===== src/sv/eus_pkg.sv =====
// ----------------------------------------------------------------------------
// eus_pkg
// Shared widths, constants, register indexes and inter-module structs of the
// encoder unwrap and windowed speed estimator.
// ----------------------------------------------------------------------------
`default_nettype none

package eus_pkg;

  // Ring of (time, position) snapshots.
  localparam int RING_DEPTH = 64;
  localparam int RING_AW    = (RING_DEPTH > 1) ? $clog2(RING_DEPTH) : 1;
  localparam int ENT_W      = $clog2(RING_DEPTH + 1);

  // Field widths.
  localparam int ANGLE_W = 12;
  localparam int TIME_W  = 32;
  localparam int POS_W   = 32;
  localparam int DELTA_W = 13;
  localparam int SPEED_W = 24;
  localparam int WIN_W   = 16;
  localparam int CPR_W   = 16;
  localparam int ENTRY_W = TIME_W + POS_W;

  // Configuration port.
  localparam int CFG_IDX_W  = 2;
  localparam int CFG_DATA_W = 24;
  localparam logic [CFG_IDX_W-1:0] CFG_WINDOW_MS   = 2'd0;
  localparam logic [CFG_IDX_W-1:0] CFG_REV_COUNTS  = 2'd1;
  localparam logic [CFG_IDX_W-1:0] CFG_NOISE_FLOOR = 2'd2;

  localparam logic [WIN_W-1:0]   WINDOW_MS_RST   = 16'd200;
  localparam logic [CPR_W-1:0]   REV_COUNTS_RST  = 16'd4096;
  localparam logic [SPEED_W-1:0] NOISE_FLOOR_RST = 24'd16;

  // Opcodes.
  localparam logic OP_SAMPLE = 1'b0;
  localparam logic OP_REZERO = 1'b1;

  // Unwrap and speed arithmetic.
  localparam int HALF_REV = 2048;
  localparam int FULL_REV = 4096;
  localparam logic [TIME_W-1:0]  MIN_DT_US = 32'd5000;
  localparam logic [9:0]         MS_TO_US  = 10'd1000;
  localparam int SCALE_W = 30;
  localparam logic [SCALE_W-1:0] RPM_Q4_SCALE = 30'd960000000;
  localparam logic [SPEED_W-1:0] SPEED_MAX    = 24'hFFFFFF;

  // Divider operand widths.
  localparam int NUM_W = POS_W + SCALE_W;
  localparam int DEN_W = CPR_W + TIME_W;

  typedef struct packed {
    logic             start;
    logic [NUM_W-1:0] num;
    logic [DEN_W-1:0] den;
  } div_req_t;

  typedef struct packed {
    logic               done;
    logic [SPEED_W-1:0] quot;
  } div_rsp_t;

endpackage

`default_nettype wire


===== src/sv/eus_div.sv =====
// ----------------------------------------------------------------------------
// eus_div
// Restoring divider for the speed quotient, one quotient bit per cycle,
// saturating to the full-scale speed when the quotient does not fit.
// ----------------------------------------------------------------------------
`default_nettype none

module eus_div
  import eus_pkg::*;
(
  input  wire logic     clk_i,
  input  wire logic     rst_ni,
  input  wire div_req_t req_i,
  output div_rsp_t      rsp_o
);

  localparam int EXT_W = DEN_W + SPEED_W;
  localparam int CNT_W = $clog2(SPEED_W);

  typedef enum logic {D_IDLE, D_RUN} dstate_e;

  dstate_e            state_q, state_d;
  logic [NUM_W-1:0]   rem_q, rem_d;
  logic [EXT_W-1:0]   dsh_q, dsh_d;
  logic [SPEED_W-1:0] quot_q, quot_d;
  logic [CNT_W-1:0]   cnt_q, cnt_d;
  logic               done_q, done_d;

  logic [EXT_W-1:0] num_ext;
  logic [EXT_W-1:0] den_top;
  logic [EXT_W-1:0] rem_ext;
  logic             fits;

  assign num_ext = EXT_W'(req_i.num);
  assign den_top = {req_i.den, SPEED_W'(0)};
  assign rem_ext = EXT_W'(rem_q);
  assign fits    = rem_ext >= dsh_q;

  // Next-state logic: saturation check at start, then one bit per cycle.
  always_comb begin
    state_d = state_q;
    rem_d   = rem_q;
    dsh_d   = dsh_q;
    quot_d  = quot_q;
    cnt_d   = cnt_q;
    done_d  = 1'b0;
    unique case (state_q)
      D_IDLE: begin
        if (req_i.start) begin
          if (num_ext >= den_top) begin
            quot_d = SPEED_MAX;
            done_d = 1'b1;
          end else begin
            rem_d   = req_i.num;
            dsh_d   = EXT_W'({req_i.den, (SPEED_W - 1)'(0)});
            cnt_d   = CNT_W'(SPEED_W - 1);
            state_d = D_RUN;
          end
        end
      end
      D_RUN: begin
        if (fits) begin
          rem_d = NUM_W'(rem_ext - dsh_q);
        end
        quot_d = {quot_q[SPEED_W-2:0], fits};
        dsh_d  = dsh_q >> 1;
        cnt_d  = cnt_q - 1'b1;
        if (cnt_q == '0) begin
          done_d  = 1'b1;
          state_d = D_IDLE;
        end
      end
      default: state_d = D_IDLE;
    endcase
  end

  // State and registered outputs.
  always_ff @(posedge clk_i or negedge rst_ni) begin
    if (!rst_ni) begin
      state_q <= D_IDLE;
      rem_q   <= '0;
      dsh_q   <= '0;
      quot_q  <= '0;
      cnt_q   <= '0;
      done_q  <= 1'b0;
    end else begin
      state_q <= state_d;
      rem_q   <= rem_d;
      dsh_q   <= dsh_d;
      quot_q  <= quot_d;
      cnt_q   <= cnt_d;
      done_q  <= done_d;
    end
  end

  assign rsp_o.done = done_q;
  assign rsp_o.quot = quot_q;

endmodule

`default_nettype wire


===== config.mk =====
export PLATFORM = sky130hd
export DESIGN_NAME = eus_div
export DESIGN_NICKNAME = d
export VERILOG_FILES = /design/src/sv/eus_pkg.sv /design/src/sv/eus_div.sv
export SDC_FILE = /design/constraint.sdc
export NUM_CORES = 1
export LEC_CHECK = 0
export BUFFER_PORTS_ARGS = -buffer_cell sky130_fd_sc_hd__buf_2
export CAP_MARGIN = 5
export CORE_ASPECT_RATIO = 0.8
export CORE_MARGIN = 4
export CORE_UTILIZATION = 25
export CTS_BUF_LIST = sky130_fd_sc_hd__clkbuf_8
export DETAILED_ROUTE_END_ITERATION = 7
export SYNTH_ARGS = -nofsm -noshare
export SYNTH_HDL_FRONTEND = slang
export SYNTH_SLANG_ARGS = --single-unit

===== constraint.sdc =====
create_clock -name clk_i -period 4.9 [get_ports clk_i]
set_input_delay 0.735 -clock clk_i [delete_from_list [all_inputs] [get_ports clk_i]]
set_output_delay 0.735 -clock clk_i [all_outputs]
set_load 0.005 [all_outputs]

**Word level (Yosys, flattened, before mapping)**

Index checks and enable logic that the tools add are counted.

- Flip-flop bits (word level): 165
- Input port bits: 113
- Output and inout port bits: 25
- Logic and storage cells: 40

- $add $sub $neg: 2
- $lt $le $gt $ge: 2
- Equal/unequal tests: 4
- Mux-type cells: 21
- Bitwise logic cells: 1
- Reduce and logical (&&, ||, !) cells: 4

Operator list:

| cell | count |
|---|---|
| $mux 62 | 3 |
| $ge 62x72->1 | 2 |
| $mux 72 | 2 |
| $pmux 72 s2 | 1 |
| $pmux 62 s2 | 1 |
| $sub 62x62->62 | 1 |
| $mux 24 | 2 |
| $pmux 24 s2 | 1 |
| $mux 5 | 2 |
| $pmux 5 s2 | 1 |
| $mux 1 | 6 |
| $ne 2x2->1 const B | 3 |
| $logic_not 5->1 | 1 |
| $sub 5x1->5 const B | 1 |
| $pmux 1 s2 | 2 |
| $reduce_and 2->1 | 2 |
| $reduce_and 3->1 | 1 |
| $ne 2x1->1 const B | 1 |
| $not 1->1 | 1 |

**Depth between registers and ports, before layout**

Gate-level depths: netlist of the first run.

- Depth in word-level cells: 4
- Gate-level depth with buffers: 14
- Gate-level depth less buffers: 13

**Worst setup path before layout of the first run**

OpenSTA, ideal clock, no wires.

- Path type: in2reg
- Start: input port req_i[5] (netlist name)
- End: register rem_q[49]
- Library setup time: 130 ps
- Data arrival time: 2,980 ps
- Data required time: 4,770 ps
- Setup slack: 1,790 ps
- Stages on the path: 13
- Path through: inv_1 > ha_1 > a21o_1 > a21oi_1 > nor2b_1 > o41ai_1 > a211oi_1 > or3_1 > buf_2 > o2bb2ai_2 > buf_2 > a21oi_1 > o31ai_2

- Word-level cells in the longest chain between the ends: 3

Ends and longest elaborated chain:

| what | line | source |
|---|---|---|
| start, declared | eus_div.sv:13 | `input wire div_req_t req_i,` |
| $ge 62x72->1 | eus_div.sv:50 | `if (num_ext >= den_top) begin` |
| $ne 2x2->1 (no line) | -- |  |
| $reduce_and 3->1 (no line) | -- |  |
| end signal, assigned | eus_div.sv:88 | `rem_q <= rem_d;` |
| end, declared | eus_div.sv:23 | `logic [NUM_W-1:0] rem_q, rem_d;` |

No other way between the ends.
A chain may end at the register's enable or synchronous reset.

**Worst setup path after layout of the first run**

- Start: register dsh_q[6]
- End: register rem_q[51]

- Word-level cells in the longest chain between the ends: 3
- Elaborated cells on any way between the ends: 6
- Those cells by class: 1 x add/sub; 1 x order compare; 1 x eq/ne; 2 x mux; 1 x reduce/logical

Ends and longest elaborated chain:

| what | line | source |
|---|---|---|
| start, declared | eus_div.sv:24 | `logic [EXT_W-1:0] dsh_q, dsh_d;` |
| start signal, assigned | eus_div.sv:89 | `dsh_q <= dsh_d;` |
| $sub 62x62->62 or $ge 62x72->1 (tied branches) | eus_div.sv:63, eus_div.sv:37 |  |
| $mux 62 or $ne 2x1->1 (tied branches) | -- |  |
| $pmux 62 s2 or $reduce_and 3->1 (tied branches) | -- |  |

Parallel ways exist; a longest one is shown, timed or not. The select of a mux whose other input is x is not followed.

==> impl_results.md, run 1 <==
* Number of library cell types mapped by synthesis at around 70
* Upper clock frequency limit at 265 MHz
* Sum of routed wire length over all layers at 39500 µm
* Most area-consuming cells after synthesis: dfrtp_1 (33%), ha_1 (10%), nand2_1 (6.7%), a21oi_1 (6.5%), o21ai_1 (5.3%)
* Mean Syn Cell Area at 7.94 µm²
* Final hold violation count at 0
* FFs w/ async S/R, synth at 1.00
* Residual DRC count at 0
* Number of optimization iterations in the first detailed-route pass at 5
* Internal power at 5.81 mW
* Post-layout utilization of the core at 0.288
* Post-cts resize count at 0
* Top-Level Pins at 138
* Number of antenna violations at the first check in global routing at 1
* Logic pwr share at 0.706
* Met2 Resource Use GR at 0.221
* Kind of capture point of the worst setup path: flop
* Result of the run: finished, final reports clean
* Cell with the most instances after synthesis: nand2_1
* Cell type with the largest total area after synthesis: dfrtp_1
* Die extent in x at 257 µm
* Worst rel slew slack at 0.387
* Critical register-to-register path endpoint: rem_q[51]$_DFFE_PN0P_
* Clock edge transition at the registers on the reported setup and hold paths at 100 ps
* Synthesis-stage register bit count at 164
* Total CTS buffers at 17
* Remaining global-route overflow at 0
* M1 GR Usage at 0.224
* Number of synthesized flops with an enable pin at 0
* Maximum ir drop on the vdd rail at 276 µV
* H-Tree Depth at 4
* First-pass GRT wire length at 62800 µm
* NetSw at between 6 and 7 mW
* Synth-to-layout area growth at 13.1%
* Maximum number of pins on one net before global-route repair at 92
* Cell area after synthesis at roughly 0.012 mm²
* Crit path arrival time at 4210 ps
* WL/cell at 17.3 µm
* Clk sinks at 164
* HPWL after detailed placement at 31000 µm
* Number of cells produced by synthesis at roughly 1600
* Critical path required time at 5340 ps
* Fillers at 5270
* Largest fanout on the critical path at 50
* CTS Hold Buffers Added at 0
* Setup slack of the worst register-to-register path at 1120 ps
* Synthesis Warnings at 0
* Number of nets in the finished design at roughly 1900
* Switching power share of the total at 0.522
* Hold Path Class: input port to asynchronous set/reset pin
* ANT nets after route at 0
* Top_reg_cell synth: dfrtp_1
* Reg2Reg Launch Point: dsh_q[6]$_DFFE_PN0P_
* Vias in the first global route at 10900
* Sequential group share of total power at 0.208
* Fraction of post-synthesis cell area in the top cell type by area at 0.332
* Most frequent cells after synthesis: nand2_1 (220), dfrtp_1 (164), a21oi_1 (161), o21ai_1 (130), inv_1 (126)
* Depth of the worst register-to-register path at 12
* Startpoint type of the worst setup path: flop
* Routing usage on met3 at 0.0282
* Die span in y at just over 200 µm
* # Post-CTS Setup Buffers at 0
* Critical path start-end classification: flop to flop
* Clock insertion delay at the later pin of the skew report at ~520 ps
* Final weighted congestion in routability-driven placement at slightly above 0.9
* I/O Buffers at 137
* TritonCTS clock tree: built
* Largest clock skew in the final design at approximately 24 ps
* Number of pins with negative max-slew slack in the final report at 0
* Global route hottest layer: met1
* Max Cap Violations at 0
* Number of setup violations in the final report at 0
* Leakage power summed over all cells at roughly 6.4 nW
* TNS Setup at 0 ps
* Starting density of the core at 0.254
* Tightest Pin Transition at 920 ps
* Fraction of the cycle the final worst path needs at 0.771
* Via density per instance at approximately 5
* Global router's overall resource usage at 0.149
* Maximum clock path buffer count at 2
* Part of the Yosys area used for sequential elements at 0.332
* Vias after detailed routing at 11300
* Fraction of power consumed by the clock network at 0.086
* Count of standard-cell rows at 72
* Time the final worst path needs with I/O delays and setup at 3780 ps
* Placeable core region at between 0.04 and 0.05 mm²
* Fraction of final layout cells with drive strength greater than 1 at 0.121
* Setup repair after global routing missed its margin: false
* Ratio of total power to cell area at slightly below 900 mW/mm²
* Clk root buf: clkbuf_8
* Ant diodes at 0
* Synthesized net count at 1774
* Violation count after the first detailed-route iteration at 957
* DIE AREA at 0.0531 mm²
==> cells by family after synthesis <==
group                      count (synthesis)  synth area share
xor gates and xnor gates                  53            0.0375
buffers and inverters                    213            0.0680
muxes                                     41            0.0332
AOI/OAI and AO/OA                        512             0.251
and+or+nand+nor                          472             0.174
DFF                                      164             0.332
adders and majority gates                103             0.105
==> worst max-delay path, cell delays in order (launching register included) <==
cell and delay (ps):
dfrtp_1 390, inv_1 60, ha_1 350, nand4_1 230, a211oi_1 110, o311ai_1 590
nand2_1 240, a21oi_1 450, o21bai_1 300, o2bb2ai_4 220, buf_4 460, a21oi_1 80
a32oi_1 200
==> state kept, by name (all words and copies together), names as in the netlist <==
signal,flops
dsh_q,71
state_q,1
done_q,1
quot_q,24
rem_q,62
cnt_q,5
==> layer usage <==
| layer | vias to the layer above | wire length [µm] | share of wire |
|---|---|---|---|
| li1 | 5633 | - | - |
| met1 | 5381 | 20200 | 0.51 |
| met2 | 306 | 16800 | 0.42 |
| met3 | 23 | 2030 | 0.051 |
| met4 | 2 | 467 | 0.012 |
| met5 | - | 20 | 0.00051 |
==> through the flow <==
stage / instances / power [mW] / hold slack [ps] / instance area, µm² / worst slack (ps)
detailed placement: 2249 / 11.0 / 482 / 13600 / 838
floorplan: 1558 / 8.93 / 439 / 12400 / 1790
global route: 2280 / 13.4 / 319 / 14000 / 781
finish: 2280 / 12.2 / 278 / 14000 / 1120
CTS: 2280 / 12.2 / 286 / 14000 / 1050
global placement: 2249 / 10.9 / 466 / 13600 / 891
==> power by group through the flow <==
| stage | combinational (mW) | sequential, mW | clock (mW) |
|---|---|---|---|
| after floorplan | 6.58 | 2.35 | 0 |
| final | 8.59 | 2.52 | 1.04 |
| after global routing | 9.65 | 2.61 | 1.14 |
| after global placement | 8.37 | 2.52 | 0 |
| after CTS | 8.54 | 2.53 | 1.08 |
| after detailed placement | 8.51 | 2.54 | 0 |
==> layout make-up <==
class | instances | area, µm² | share of cell area
clock inverter | 12 | 133 | 0.00948
inverter | 127 | 477 | 0.0341
sequential | 164 | 4110 | 0.293
clock buffer | 19 | 262 | 0.0187
timing repair buffer | 148 | 787 | 0.0562
tap | 629 | 787 | 0.0562
multi-input combinational | 1181 | 7440 | 0.532
==> layout by cell type, fill, tap and decap left out, drive strengths merged, types with 11 or more instances in the layout <==
cell type and n:
clkbuf 19, nor2 116, nand4 30, inv 129, ha 102, a21oi 162
xnor2 35, nor4 14, nor3b 11, a21o 32, o21ai 182, a31oi 14
a211oi 13, xor2 18, nand3 13, nand2 220, o22a 24, buf 148
mux2i 41, dfrtp 164, o21a 11
==> how the worst max path moves through the flow <==
| stage | start | to | slack, ps |
|---|---|---|---|
| 5_1_grt | dsh_q[6]$_DFFE_PN0P_ | rem_q[36]$_DFFE_PN0P_ | 780 |
| 3_5_place_dp | req_i[17] | rem_q[53]$_DFFE_PN0P_ | 840 |
| 2_1_floorplan | req_i[5] | rem_q[49]$_DFFE_PN0P_ | 1790 |
| 6_report | dsh_q[6]$_DFFE_PN0P_ | rem_q[51]$_DFFE_PN0P_ | 1120 |
| 4_1_cts | dsh_q[6]$_DFFE_PN0P_ | rem_q[51]$_DFFE_PN0P_ | 1050 |
| 3_3_place_gp | req_i[17] | rem_q[59]$_DFFE_PN0P_ | 890 |
(Power assumes the default switching activity.)
==> run 2, diff against run 1 <==
- clock period: 4.9 -> 3.9 ns (I/O delays scaled with it)
==> run 2 against run 1 <==
Compared with the run above: critical path depth is the same; core utilization grew 0.39 points; combinational power grew 27%; routed wire length shrank 0.17%; clock-buffer cell count shrank 2; worst setup slack lost 750 ps; largest cell class unchanged.
==> impl_results.md, run 2 (synthesis results as in run 1) <==
* Maximum number of pins on one net before global-route repair at 185 (+100%)
* Leakage power summed over all cells at 6.52 nW (+1.9%)
* Number of antenna violations at the first check in global routing at 2 (+1)
* Placeable core region at 0.0486 mm² (unchanged)
* CTS Hold Buffers Added at 0 (unchanged)
* Remaining global-route overflow at 0 (unchanged)
* DIE AREA at 0.0531 mm² (unchanged)
* Number of flip-flops under the largest register name at 71 (unchanged)
* Post-cts resize count at 0 (unchanged)
* Global router's overall resource usage at 0.149 (-0.000457)
* Hold Path Class: input port to asynchronous set/reset pin
* Reg2Reg Launch Point: dsh_q[29]$_DFFE_PN0P_
* Number of pins with negative max-slew slack in the final report at 0 (unchanged)
* Critical register-to-register path endpoint: rem_q[58]$_DFFE_PN0P_
* Critical path required time at 4320 ps (-1020 ps)
* Die span in y at 207 µm (unchanged)
* Startpoint type of the worst setup path: flop
* Ratio of total power to cell area at 1090 mW/mm² (+25%)
* Count of standard-cell rows at 72 (unchanged)
* Synth-to-layout area growth at 14.7%
* Clk root buf: clkbuf_8
* Time the final worst path needs with I/O delays and setup at 3530 ps (-251 ps)
* Global route hottest layer: met2
* Total CTS buffers at 17 (unchanged)
* Top flop regs: dsh_q (71), rem_q (62), quot_q (24)
* Worst rel slew slack at 0.421 (+0.0346)
* Final hold violation count at 0 (unchanged)
* # Post-CTS Setup Buffers at 0 (unchanged)
* Starting density of the core at 0.254 (unchanged)
* Clock insertion delay at the later pin of the skew report at 530 ps (about the same)
* Max Cap Violations at 0 (unchanged)
* HPWL after detailed placement at 30700 µm (-1.1%)
* TritonCTS clock tree: built
* Largest clock skew in the final design at 39.8 ps (+15.8 ps)
* I/O Buffers at 137 (unchanged)
* Sum of routed wire length over all layers at 39500 µm (-0.17%)
* Maximum ir drop on the vdd rail at 467 µV (+70%)
* Critical path start-end classification: flop to flop
* Top library cells by usage in the layout, fill and taps aside: nand2_1 (220), dfrtp_1 (163), a21oi_1 (161)
* Ant diodes at 0 (unchanged)
* Setup repair after global routing missed its margin: false
* Routing usage on met3 at 0.0299 (+0.00171)
* Top-Level Pins at 138 (unchanged)
* WL/cell at 17.2 µm (-0.91%)
* Final weighted congestion in routability-driven placement at 0.910 (-2.5%)
* Clock edge transition at the registers on the reported setup and hold paths at 110 ps (about the same)
* Via density per instance at 5.01 (+0.66%)
* Tightest Pin Transition at 868 ps (-51.9 ps)
* Violation count after the first detailed-route iteration at 723 (-24%)
* Final setup slack of the worst path at 373 ps (-749 ps)
* H-Tree Depth at 4 (unchanged)
* Maximum clock path buffer count at 2 (unchanged)
* ANT nets after route at 0 (unchanged)
* Setup slack of the worst register-to-register path at 370 ps (-750 ps)
* Met2 Resource Use GR at 0.225 (+0.00402)
* Kind of capture point of the worst setup path: flop
* Die extent in x at 257 µm (unchanged)
* Vias after detailed routing at 11500 (+1.4%)
* Fraction of the cycle the final worst path needs at 0.904 (+0.133)
* Upper clock frequency limit at 284 MHz (+7.1%)
* Clk sinks at 164 (unchanged)
* Placement Setup Slack at 3.04 ps (-835 ps)
* Biggest register: dsh_q
* Number of setup violations in the final report at 0 (unchanged)
* Result of the run: finished, final reports clean
* Fraction of final layout cells with drive strength greater than 1 at 0.130 (+0.00956)
* Number of optimization iterations in the first detailed-route pass at 5 (unchanged)
* Crit path arrival time at 3940 ps (-270 ps)
* First-pass GRT wire length at 63000 µm (+0.34%)
* M1 GR Usage at 0.219 (-0.00446)
* Vias in the first global route at 11100 (+2.0%)
* Residual DRC count at 0 (unchanged)
* Total power of the final layout at 15.4 mW (+27%)
* Most frequent standard cell in the layout excluding fill and tap cells: nand2_1
* Depth of the worst register-to-register path at 12 (unchanged)
* Number of nets in the finished design at 1871 (+0.86%)
* Largest fanout on the critical path at 8 (-84%)
[run 2: changes by cell type in the layout (fill, tap and decap cells not counted)]
cell,delta
inv_8,+5
bufinv_16,-1
clkinv_8,+1
inv_6,+2
inv_1,-1
buf_12,+5
buf_4,+11
clkinv_4,+1
clkbuf_8,-2
clkinv_2,+1
clkinvlp_4,-5
[run 2: how the worst max path moves through the flow]
stage                               start               endpoint  slack, ps
CTS                 dsh_q[29]$_DFFE_PN0P_  rem_q[58]$_DFFE_PN0P_        310
detailed placement               req_i[3]  rem_q[51]$_DFFE_PN0P_          3
global route        dsh_q[29]$_DFFE_PN0P_  rem_q[58]$_DFFE_PN0P_         70
floorplan                        req_i[5]  rem_q[49]$_DFFE_PN0P_        940
finish              dsh_q[29]$_DFFE_PN0P_  rem_q[58]$_DFFE_PN0P_        370
global placement                 req_i[3]  rem_q[51]$_DFFE_PN0P_        -10
[run 2: routing by layer]
metal  part of all wire  routed length [µm]  vias up
met4              0.012                 477        2
met5            0.00035                  14        -
met3              0.059                2320       28
li1                   -                   -     5684
met1               0.50               19700     5485
met2               0.43               16900      306
[run 2: metrics by stage]
| step | setup TNS, ps | area, µm² | hold WS, ps | instances | util |
|---|---|---|---|---|---|
| finish | 0 | 14200 | 54.7 | 2297 | 0.292 |
| global route | 0 | 14200 | 64.7 | 2297 | 0.292 |
| CTS | 0 | 14200 | 52.0 | 2297 | 0.292 |
| detailed placement | 0 | 13800 | 463 | 2265 | 0.283 |
| global placement | -18.3 | 13800 | 458 | 2265 | 0.283 |
| floorplan | 0 | 12400 | 289 | 1558 | - |
[run 2: area by class of cell]
cell class,instances,area [µm²]
well taps,629,787
fillers,5273,34500
repair buffers,164,970
flip-flops and latches,164,4110
clock inverters,15,165
clock buffers,17,234
inverters,127,477
multi-input cells,1181,7440
[run 2: power by group]
group          switching [mW]  internal (mW)  total [mW]  leakage [nW]
Combinational            6.56           4.35        10.9          4.29
Clock                   0.799          0.537        1.34         0.207
Sequential              0.624           2.52        3.15          2.02
Total                    7.98           7.41        15.4          6.52
[run 2: critical path: stages (launching register included)]
cell and delay [ps]:
dfrtp_1 400, inv_1 60, ha_1 420, nand4_1 180, nor4_1 680, nand3_1 230, a21oi_1 240, a311o_1 250
nand2_1 140, o21ba_2 260, o211ai_1 310, xnor2_1 170, o21ai_1 80
